**src/rtl/tut_pkg.sv**
```systemverilog
// tut_pkg: shared types and constants of the timer-driven uart transceiver
// depends on nothing; imported by tut_tx, tut_rx, timer_uart_transceiver and tb
package tut_pkg;

    // frame layout: start bit, eight data bits, two stop bits
    localparam int unsigned FRAME_BITS  = 11;
    localparam int unsigned DATA_BITS   = 8;
    localparam int unsigned BITCNT_W    = 4;

    localparam logic [BITCNT_W-1:0] TX_FRAME_LEN = 4'd11;
    localparam logic [BITCNT_W-1:0] RX_DATA_LEN  = 4'd8;
    localparam logic [1:0]          STOP_PATTERN = 2'b11;
    localparam logic                START_LEVEL  = 1'b0;
    localparam logic                IDLE_LEVEL   = 1'b1;

    // ticks per bit after reset
    localparam logic [15:0] PERIOD_RESET = 16'd104;

    // transmitter line status for one tick
    typedef struct packed {
        logic txd_level;
        logic tx_busy;
    } tx_status_t;

    // receiver result for one tick
    typedef struct packed {
        logic                 rx_valid;
        logic [DATA_BITS-1:0] rx_byte;
    } rx_result_t;

endpackage

```
**src/rtl/timer_uart_transceiver.sv**
```systemverilog
// timer_uart_transceiver: top level, tick input register, result register, period register
// depends on tut_pkg, tut_tx and tut_rx
//
// Usage: every transfer on the s_ channel is one timer tick. It carries the
// sampled receive line, a send request and the byte to send. Every tick gives
// exactly one transfer on the m_ channel: the transmit line level and busy flag
// after the tick, and a received byte with rx_valid on the tick its eighth data
// bit is sampled. Frames are 8N2: start bit, eight data bits LSB first, two
// stop bits, each bit_period ticks long. cfg_wr_en/cfg_wr_data write bit_period
// directly; write it only while no tick is in flight.
// Path: a tick passes the input register, then the result register, before its
// result is shown on m_. Throughput: one tick per cycle while m_ready stays high,
// set by the combinational next-state logic between the two registers.
// Reset: aresetn low clears both stages, the line goes idle, the receiver hunts
// for a start edge, and bit_period returns to 104.
// Stall: while m_ready is low the result holds; one more tick fills the input
// register, after which s_ready drops until the result is taken.
module timer_uart_transceiver #(
    parameter int unsigned TICK_COUNTER_BITS = 16
) (
    input  logic        aclk,
    input  logic        aresetn,
    // tick input channel
    input  logic        s_valid,
    output logic        s_ready,
    input  logic        s_rxd_level,
    input  logic        s_send_request,
    input  logic [7:0]  s_tx_byte,
    // result channel
    output logic        m_valid,
    input  logic        m_ready,
    output logic        m_txd_level,
    output logic        m_tx_busy,
    output logic        m_rx_valid,
    output logic [7:0]  m_rx_byte,
    // configuration
    input  logic        cfg_wr_en,
    input  logic [15:0] cfg_wr_data
);
    import tut_pkg::*;

    localparam int unsigned TCB = TICK_COUNTER_BITS;

    logic [15:0]     bit_period_reg;
    logic [TCB+15:0] period_ext;
    logic [TCB-1:0]  period_cut;
    logic [TCB-1:0]  period;

    logic            in_valid_reg;
    logic            in_rxd_reg;
    logic            in_req_reg;
    logic [7:0]      in_byte_reg;
    logic            out_free;
    logic            step;

    tx_status_t      tx_status;
    rx_result_t      rx_result;

    // period register
    always_ff @(posedge aclk) begin
        if (!aresetn) begin
            bit_period_reg <= PERIOD_RESET;
        end else if (cfg_wr_en) begin
            bit_period_reg <= cfg_wr_data;
        end
    end

    // period cut to counter width, zero acts as one
    assign period_ext = {{TCB{1'b0}}, bit_period_reg};
    assign period_cut = period_ext[TCB-1:0];
    assign period     = (period_cut == '0) ? {{(TCB-1){1'b0}}, 1'b1} : period_cut;

    // handshake between the two stages
    assign out_free = !m_valid || m_ready;
    assign step     = in_valid_reg && out_free;
    assign s_ready  = !in_valid_reg || out_free;

    // input register
    always_ff @(posedge aclk) begin
        if (!aresetn) begin
            in_valid_reg <= 1'b0;
        end else if (s_ready) begin
            in_valid_reg <= s_valid;
        end
    end

    always_ff @(posedge aclk) begin
        if (s_valid && s_ready) begin
            in_rxd_reg  <= s_rxd_level;
            in_req_reg  <= s_send_request;
            in_byte_reg <= s_tx_byte;
        end
    end

    tut_tx #(
        .TICK_COUNTER_BITS(TCB)
    ) u_tx (
        .aclk        (aclk),
        .aresetn     (aresetn),
        .step        (step),
        .send_request(in_req_reg),
        .tx_byte     (in_byte_reg),
        .period      (period),
        .status_next (tx_status)
    );

    tut_rx #(
        .TICK_COUNTER_BITS(TCB)
    ) u_rx (
        .aclk       (aclk),
        .aresetn    (aresetn),
        .step       (step),
        .rxd_level  (in_rxd_reg),
        .period     (period),
        .result_next(rx_result)
    );

    // result register
    always_ff @(posedge aclk) begin
        if (!aresetn) begin
            m_valid <= 1'b0;
        end else if (out_free) begin
            m_valid <= in_valid_reg;
        end
    end

    always_ff @(posedge aclk) begin
        if (step) begin
            m_txd_level <= tx_status.txd_level;
            m_tx_busy   <= tx_status.tx_busy;
            m_rx_valid  <= rx_result.rx_valid;
            m_rx_byte   <= rx_result.rx_byte;
        end
    end

    // checks
    a_idle_line_high: assert property (@(posedge aclk) disable iff (!aresetn)
        (m_valid && !m_tx_busy) |-> m_txd_level)
        else $error("transmit line low while transmitter idle");

    a_rx_byte_zero: assert property (@(posedge aclk) disable iff (!aresetn)
        (m_valid && !m_rx_valid) |-> (m_rx_byte == '0))
        else $error("receive byte nonzero without rx_valid");

    a_reset_empty: assert property (@(posedge aclk)
        !aresetn |=> (!m_valid && !in_valid_reg))
        else $error("pipeline not empty after reset");

    a_stall_full: assert property (@(posedge aclk) disable iff (!aresetn)
        !s_ready |-> (in_valid_reg && m_valid && !m_ready))
        else $error("input stalled with free pipeline space");

endmodule

```
**src/rtl/tut_tx.sv**
```systemverilog
// tut_tx: 8N2 transmitter, one tick per step, frame shift register and bit timer
// depends on tut_pkg
module tut_tx #(
    parameter int unsigned TICK_COUNTER_BITS = 16
) (
    input  logic                         aclk,
    input  logic                         aresetn,
    input  logic                         step,
    input  logic                         send_request,
    input  logic [7:0]                   tx_byte,
    input  logic [TICK_COUNTER_BITS-1:0] period,
    output tut_pkg::tx_status_t          status_next
);
    import tut_pkg::*;

    logic [FRAME_BITS-1:0]        shift_reg, shift_next;
    logic [BITCNT_W-1:0]          bits_left_reg, bits_left_next;
    logic [TICK_COUNTER_BITS-1:0] count_reg, count_next;
    logic [TICK_COUNTER_BITS-1:0] count_inc;
    logic                         bit_end;
    logic                         busy;

    assign busy      = (bits_left_reg != '0);
    assign count_inc = count_reg + {{(TICK_COUNTER_BITS-1){1'b0}}, 1'b1};
    assign bit_end   = (count_inc >= period) || (count_inc == '0);

    // bit timing and frame load
    always_comb begin
        shift_next     = shift_reg;
        bits_left_next = bits_left_reg;
        count_next     = count_reg;
        if (busy) begin
            count_next = count_inc;
            if (bit_end) begin
                count_next     = '0;
                shift_next     = {IDLE_LEVEL, shift_reg[FRAME_BITS-1:1]};
                bits_left_next = bits_left_reg - {{(BITCNT_W-1){1'b0}}, 1'b1};
            end
        end else if (send_request) begin
            shift_next     = {STOP_PATTERN, tx_byte, START_LEVEL};
            bits_left_next = TX_FRAME_LEN;
            count_next     = '0;
        end
    end

    // line status after this tick
    always_comb begin
        status_next.tx_busy   = (bits_left_next != '0);
        status_next.txd_level = status_next.tx_busy ? shift_next[0] : IDLE_LEVEL;
    end

    always_ff @(posedge aclk) begin
        if (!aresetn) begin
            shift_reg     <= '1;
            bits_left_reg <= '0;
            count_reg     <= '0;
        end else if (step) begin
            shift_reg     <= shift_next;
            bits_left_reg <= bits_left_next;
            count_reg     <= count_next;
        end
    end

endmodule

```
**src/rtl/tut_rx.sv**
```systemverilog
// tut_rx: receiver with start edge hunt, mid-bit sampling and byte assembly
// depends on tut_pkg
module tut_rx #(
    parameter int unsigned TICK_COUNTER_BITS = 16
) (
    input  logic                         aclk,
    input  logic                         aresetn,
    input  logic                         step,
    input  logic                         rxd_level,
    input  logic [TICK_COUNTER_BITS-1:0] period,
    output tut_pkg::rx_result_t          result_next
);
    import tut_pkg::*;

    localparam int unsigned CNT_W = TICK_COUNTER_BITS + 1;

    logic                 hunting_reg, hunting_next;
    logic [DATA_BITS-1:0] shift_reg, shift_next;
    logic [BITCNT_W-1:0]  bits_left_reg, bits_left_next;
    logic [BITCNT_W-1:0]  bits_dec;
    logic [CNT_W-1:0]     count_reg, count_next;
    logic [CNT_W-1:0]     count_inc;
    logic [CNT_W-1:0]     target;
    logic                 prev_reg;

    // first sample is one and a half periods after the edge
    assign target = (bits_left_reg == RX_DATA_LEN)
                    ? ({1'b0, period} + {2'b00, period[TICK_COUNTER_BITS-1:1]})
                    : {1'b0, period};
    assign count_inc = count_reg + {{(CNT_W-1){1'b0}}, 1'b1};
    assign bits_dec  = bits_left_reg - {{(BITCNT_W-1){1'b0}}, 1'b1};

    // hunt, time and sample
    always_comb begin
        hunting_next         = hunting_reg;
        shift_next           = shift_reg;
        bits_left_next       = bits_left_reg;
        count_next           = count_reg;
        result_next.rx_valid = 1'b0;
        result_next.rx_byte  = '0;
        if (hunting_reg) begin
            if (prev_reg && !rxd_level) begin
                hunting_next   = 1'b0;
                count_next     = '0;
                bits_left_next = RX_DATA_LEN;
            end
        end else begin
            count_next = count_inc;
            if (count_inc >= target) begin
                count_next     = '0;
                shift_next     = {rxd_level, shift_reg[DATA_BITS-1:1]};
                bits_left_next = bits_dec;
                if (bits_dec == '0 || bits_dec > RX_DATA_LEN) begin
                    result_next.rx_valid = 1'b1;
                    result_next.rx_byte  = shift_next;
                    bits_left_next       = RX_DATA_LEN;
                    hunting_next         = 1'b1;
                end
            end
        end
    end

    always_ff @(posedge aclk) begin
        if (!aresetn) begin
            hunting_reg   <= 1'b1;
            shift_reg     <= '0;
            bits_left_reg <= RX_DATA_LEN;
            count_reg     <= '0;
            prev_reg      <= IDLE_LEVEL;
        end else if (step) begin
            hunting_reg   <= hunting_next;
            shift_reg     <= shift_next;
            bits_left_reg <= bits_left_next;
            count_reg     <= count_next;
            prev_reg      <= rxd_level;
        end
    end

endmodule

```
**config.mk**
```make
export PLATFORM = sky130hd
export DESIGN_NAME = timer_uart_transceiver
export DESIGN_NICKNAME = d
export VERILOG_FILES = /design/src/rtl/tut_pkg.sv /design/src/rtl/timer_uart_transceiver.sv /design/src/rtl/tut_tx.sv /design/src/rtl/tut_rx.sv
export SDC_FILE = /design/constraint.sdc
export NUM_CORES = 1
export LEC_CHECK = 0
export ABC_AREA = 0
export BUFFER_PORTS_ARGS = -buffer_cell sky130_fd_sc_hd__buf_2
export CAP_MARGIN = 25
export CORE_UTILIZATION = 29
export DETAILED_ROUTE_END_ITERATION = 6
export GPL_ROUTABILITY_DRIVEN = 0
export SLEW_MARGIN = 0
export SYNTH_ARGS = -nofsm -noshare
export SYNTH_HDL_FRONTEND = slang
export SYNTH_SLANG_ARGS = --single-unit
```
**constraint.sdc**
```tcl
create_clock -name aclk -period 10.7 [get_ports aclk]
set_input_delay 2.675 -clock aclk [delete_from_list [all_inputs] [get_ports aclk]]
set_output_delay 2.675 -clock aclk [all_outputs]
set_load 0.02 [all_outputs]
```
==> results_dict.tcl, run 1 <==
set metrics [dict create \
    synth.distinct_cells 72 \
    hold_viol 0 \
    peakVddDrop_v 0.0000678 \
    grt_max_degree 39 \
    fp.dieH_um 153 \
    post-route-drc-count 3 \
    synth-seq-cells 100 \
    port_buffers 43 \
    fp.dieArea_um2 23300 \
    cts_tree "yes" \
    tightest_slew_ps 836 \
    rows 54 \
    clock_latency_ps 360 \
    ff2ff_setup_slack_ps 4140 \
    final_common_cell "nand2_1" \
    p_leak_nw 3.11 \
    ys_warn_count 0 \
    wl_met2_um 7310 \
    cts_resized 0 \
    largest_reg_flops 17 \
    drtIter0Drc 434 \
    grt_usage_pct 13.3 \
    clockBufferDepth 2 \
    final.setup.worst_slack_ps 4140 \
    drive_gt1_share_pct 10.1 \
    tns_ps 0 \
    syn_to_final_growth_pct 11.2 \
    p_per_area_nw_per_um2 123 \
    synth.avg_cell_area_um2 8.29 \
    r2r-start "bit_period_reg[4]" \
    crit_path_start_kind "flop" \
    fp.dieW_um 153 \
    grt_pass1_wl_um 25400 \
    period_minus_slack_ps 6560 \
    end_kind "flop" \
    wl_met1_um 7450 \
    fin_util_pct 33.3 \
    initial_core_util_pct 29.9 \
    diodes 0 \
    most-common-layout-cells "nand2_1 (97), dfxtp_1 (79), nor2_1 (77)" \
    setup_viol_count_final 0 \
    synth.yosys.seq_area_share_pct 33.6 \
    routed_wl_um 15500 \
    rsz0062_at_grt "false" \
    postCtsSetupBuffers 0 \
    drt-pass1-iter-count 7 \
    period_share_pct 61.3 \
    pre_cts_slack_ps 4210 \
    antenna_found_initial 0 \
    outcome "finished with violations" \
    vias_per_cell 5.07 \
    root_buffer "clkbuf_16" \
    worstPathMaxFanout 23 \
    wl_per_cell_um 14.1 \
    fmax_mhz 152 \
    synth_edf_count 21 \
    ys.flop_type "dfxtp_1" \
    place_area_um2 7020 \
    wl_met3_um 514 \
    reg2reg_depth 22 \
    highest_layer "met4" \
    maxCapViolCount 0 \
    crit_arrival_ps 6850 \
    overflow 0 \
    cts_hold_buffers 0 \
    fin_nets 902 \
    startpoint "bit_period_reg[4]" \
    synthesis.nets 887 \
    cts.clk_slew.worst_paths_ps 80 \
    grt_pass1_vias 5150 \
    fin_worst_skew_ps 9.79 \
    endpoint "u_rx.shift_reg[7]" \
    relSlewSlack_pct 44.2 \
    coreArea_um2 22000 \
    cp.required_ps 10990 \
    whs_ps 461 \
    violations "design-rule violations" \
    cts_made_buffers 9 \
    place_hpwl_um 11300 \
    critical_path_class "flop to flop" \
    drv_slew 0 \
    synth-async-reset-ratio_pct 0 \
    cts_sinks 100 \
    synthCells 795 \
    rr_endpoint "u_rx.shift_reg[7]" \
    fin_area_um2 7330 \
    syn-cell-area_um2 6590 \
    hold_path.class "flop to flop" \
    io-pin-count 44 \
    ant_nets 0 \
    num_vias 5555 \
    cts.htree.levels 3 \
]
## per-stage QoR
stage | total power, W | std cells
after floorplan | 0.000524 | 795
after global placement | 0.000565 | 1078
after detailed placement | 0.000565 | 1079
after CTS | 0.000911 | 1095
after global routing | 0.000943 | 1095
final | 0.000899 | 1095
## cells by family (layout without fill, tap and decap cells)
kind of cell	Yosys count	after routing	share of synthesized area [%]
and+or+nand+nor	303	303	22.2
AOI/OAI and AO/OA	183	183	18.2
DFF	100	100	33.6
buffers and inverters	80	100	4.79
adders and majority gates	62	62	11.9
xor gates and xnor gates	45	45	5.98
muxes	22	22	3.36
## worst min path at each step
stage	from	to	slack [ps]	cells after the start
after floorplan	u_tx.shift_reg[10]	u_tx.shift_reg[10]	420	1
after global placement	u_tx.shift_reg[0]	u_tx.shift_reg[0]	440	2
after detailed placement	u_tx.shift_reg[10]	u_tx.shift_reg[10]	430	1
after CTS	u_tx.shift_reg[10]	u_tx.shift_reg[10]	460	1
after global routing	u_tx.shift_reg[0]	u_tx.shift_reg[0]	500	2
final	u_tx.shift_reg[10]	u_tx.shift_reg[10]	460	1
## final cells by class
type                    count  area [um2]
well taps                 280         350
repair buffers             49         260
multi-input cells         615        4070
flip-flops and latches    100        2210
clock inverters             7        83.8
inverters                  35         131
fillers                  2316       14700
clock buffers               9         225
## layer usage
layer | global-route usage, % | up-vias
li1 | - | 2870
met1 | 17.1 | 2569
met3 | 2.28 | 13
met4 | 3.90 | 0
met5 | 0 | -
met2 | 22.8 | 103
## critical path, stage by stage, from the launching register on
cell and delay [ps]:
dfxtp_1 510, inv_1 170, ha_1 230, nand2_1 90
or4_1 650, nand2_1 270, fa_1 480, nor2b_1 240
o21ai_0 150, a211oi_1 330, nor3_1 130, o311ai_1 500
a221oi_1 170, xnor2_1 170, a21oi_1 100, ha_1 300
nand4_1 130, nor4_1 320, a211oi_1 100, o21ai_0 390
o21bai_1 200, nor2_1 620, mux2i_1 260
## synthesized netlist by cell type, drive strengths merged, types with 2 or more instances
cell type	number	area (um2)
and3	10	62.6
or2	3	18.8
o221ai	2	17.5
a2bb2oi	2	17.5
nor3	12	60.1
o21ai	41	205
inv	35	131
or3	6	37.5
and4	5	43.8
xnor2	27	236
mux2i	21	210
o22a	2	17.5
or3b	2	17.5
and4b	2	20.0
nor2	77	289
dfxtp	79	1580
xor2	18	158
o21a	6	45.0
a31oi	8	50.1
nand3	40	210
nor4	4	37.5
nor2b	11	68.8
nand2	97	364
edfxtp	21	631
nand2b	4	25.0
a32oi	5	43.8
a21o	12	90.1
and2	14	90.1
a211oi	5	37.5
a221oi	10	87.6
o22ai	3	18.8
clkbuf	29	109
a41oi	2	32.5
a22oi	4	30.0
o211ai	5	37.5
buf	16	75.1
o311ai	3	26.3
a21oi	57	300
ha	60	751
o31ai	4	30.0
nand4	12	87.6
## where the power goes
| part | switching [W] | internal (W) |
|---|---|---|
| Sequential | 0.0000109 | 0.000398 |
| Combinational | 0.0000904 | 0.0000567 |
| Clock | 0.000174 | 0.000170 |
No activity file was read; power rests on OpenSTA's default activity.
==> inputs of run 2 (changes only) <==
==> constraint.sdc (replaced) <==
create_clock -name aclk -period 6.65 [get_ports aclk]
set_input_delay 1.6625 -clock aclk [delete_from_list [all_inputs] [get_ports aclk]]
set_output_delay 1.6625 -clock aclk [all_outputs]
set_load 0.02 [all_outputs]
==> run 2 against run 1 <==
The flow still finishes with violations (design-rule violations). Register-to-register slack got worse by 3200 ps. Global-route usage increased by 0.32 points. Highest routed layer unchanged. Non-clock buffer count increased by 3. Fmax increased by 14%. Critical path type unchanged. Clock skew increased by 0.55 ps. Worst setup slack got worse by 3200 ps. First-iteration DRC count decreased by 17%.
==> results_dict.tcl, run 2 (synthesis gave the netlist of run 1 again) <==
set metrics [dict create \
    outcome "finished with violations" \
    violations "design-rule violations" \
    p_leak_nw 3.13 \
    p_comb_share_pct 16.7 \
    slowest_stage "nor2b_1" \
    ant_nets 0 \
    crit_path_start_kind "flop" \
    cts_resized 0 \
    initial_core_util_pct 29.9 \
    fin_nets 905 \
    period_share_pct 86.7 \
    fin_worst_skew_ps 10.3 \
    io-pin-count 44 \
    drtIter0Drc 360 \
    clockBufferDepth 2 \
    final_common_cell "nand2_1" \
    cts_sinks 100 \
    endpoint "m_rx_byte[5]" \
    grt_usage_pct 13.6 \
    antenna_found_initial 0 \
    rr_endpoint "m_rx_byte[5]" \
    setup_viol_count_final 0 \
    post-route-drc-count 3 \
    cts.htree.levels 3 \
    root_buffer "clkbuf_16" \
    fmax_mhz 173 \
    routed_wl_um 15500 \
    largest_reg_flops 17 \
    ff2ff_setup_slack_ps 890 \
    cts_tree "yes" \
    fp.dieW_um 153 \
    crit_arrival_ps 5990 \
    seq_power_share_pct 45.9 \
    fp.dieH_um 153 \
    postCtsSetupBuffers 0 \
    coreArea_um2 22000 \
    slowest_delay_ps 460 \
    grt_pass1_wl_um 25700 \
    hold_viol 0 \
    most-common-layout-cells "nand2_1 (97), dfxtp_1 (79), nor2_1 (77)" \
    crit_chain "inv_1 > ha_1 > or3b_1 > or4_1 > buf_4 > nand2_1 > inv_1 > ha_1 > a21oi_1 > nand2_1 > nor3_1 > o311ai_1 > a221oi_1 > xnor2_1 > a21oi_1 > ha_1 > nand4_1 > nor4_1 > a211oi_1 > o21ai_0 > o21bai_1 > nor2b_1 > and2_1" \
    rsz0062_at_grt "false" \
    whs_path_depth 1 \
    clkPwrFrac_pct 37.4 \
    period_minus_slack_ps 5760 \
    cpMostUsedCell "ha_1" \
    holdCritStartpoint "u_tx.shift_reg[10]" \
    p_per_area_nw_per_um2 195 \
    wl_per_cell_um 14.1 \
    drv_slew 0 \
    worstPathMaxFanout 22 \
    switchingPower_w 0.000424 \
    cts.clk_slew.worst_paths_ps 80 \
    r2r-start "bit_period_reg[3]" \
    startpoint "bit_period_reg[3]" \
    hold_path.class "flop to flop" \
    fill_cells 2309 \
    place_area_um2 7040 \
    peakVddDrop_v 0.000139 \
    cp.required_ps 6880 \
    end_kind "flop" \
    place_hpwl_um 11400 \
    fin_area_um2 7340 \
    relSlewSlack_pct 48.2 \
    grt_max_degree 50 \
    vias_per_cell 5.05 \
    diodes 0 \
    grt_pass1_vias 5073 \
    reg2reg_depth 23 \
    clock_latency_ps 360 \
    rows 54 \
    tns_ps 0 \
    port_buffers 43 \
    swShare_pct 29.6 \
    drive_gt1_share_pct 10.4 \
    maxCapViolCount 0 \
    drt-pass1-iter-count 7 \
    cts_made_buffers 9 \
    fp.dieArea_um2 23300 \
    overflow 0 \
    syn_to_final_growth_pct 11.4 \
    cts_hold_buffers 0 \
    critical_path_class "flop to flop" \
    internal_power_w 0.00101 \
    tightest_slew_ps 776 \
    num_vias 5543 \
]
run 2: per-layer routing:
metal / wire (um) / track usage [%] / vias up
met5: 0 / 0 / -
met2: 7240 / 22.6 / 89
met4: 371 / 5.24 / 0
li1: - / - / 2882
met3: 430 / 2.22 / 24
met1: 7470 / 17.7 / 2548
run 2: per-stage QoR:
step	hold WS (ps)	cells	setup WS, ps	util, %	total power, W
2_1_floorplan	416	795	1140	-	0.000844
5_1_grt	481	1098	404	33.3	0.00150
3_5_place_dp	434	1082	924	32.0	0.000910
4_1_cts	456	1098	882	33.3	0.00145
6_report	461	1098	886	33.3	0.00143
3_3_place_gp	431	1081	1020	31.9	0.000910
run 2: how the worst min path moves through the flow:
stage / endpoint
CTS: u_tx.shift_reg[10]
global route: u_rx.count_reg[16]
finish: u_tx.shift_reg[10]
floorplan: u_tx.shift_reg[10]
global placement: u_tx.shift_reg[10]
detailed placement: u_tx.shift_reg[10]
run 2: final cells by class:
cell class	instances	area, um2	share of cell area (%)
well taps	280	350	4.77
repair buffers	52	283	3.85
flip-flops and latches	100	2210	30.1
multi-input cells	615	4070	55.4
inverters	35	131	1.79
clock inverters	6	60.1	0.818
clock buffers	10	239	3.26
run 2: power groups by stage:
stage	combinational [W]	clock (W)	sequential (W)
6_report	0.000239	0.000535	0.000657
5_1_grt	0.000269	0.000574	0.000660
4_1_cts	0.000240	0.000553	0.000658
3_5_place_dp	0.000239	0	0.000672
3_3_place_gp	0.000238	0	0.000671
2_1_floorplan	0.000174	0	0.000670
run 2: critical path: cells and delay by family, from the launching register on:
family | cells | cell delay [ps]
simple gates | 9 | 2320
xor+xnor | 1 | 160
fa+ha+maj | 3 | 840
buf+inv | 3 | 460
compound gates | 7 | 1480
flops | 1 | 360
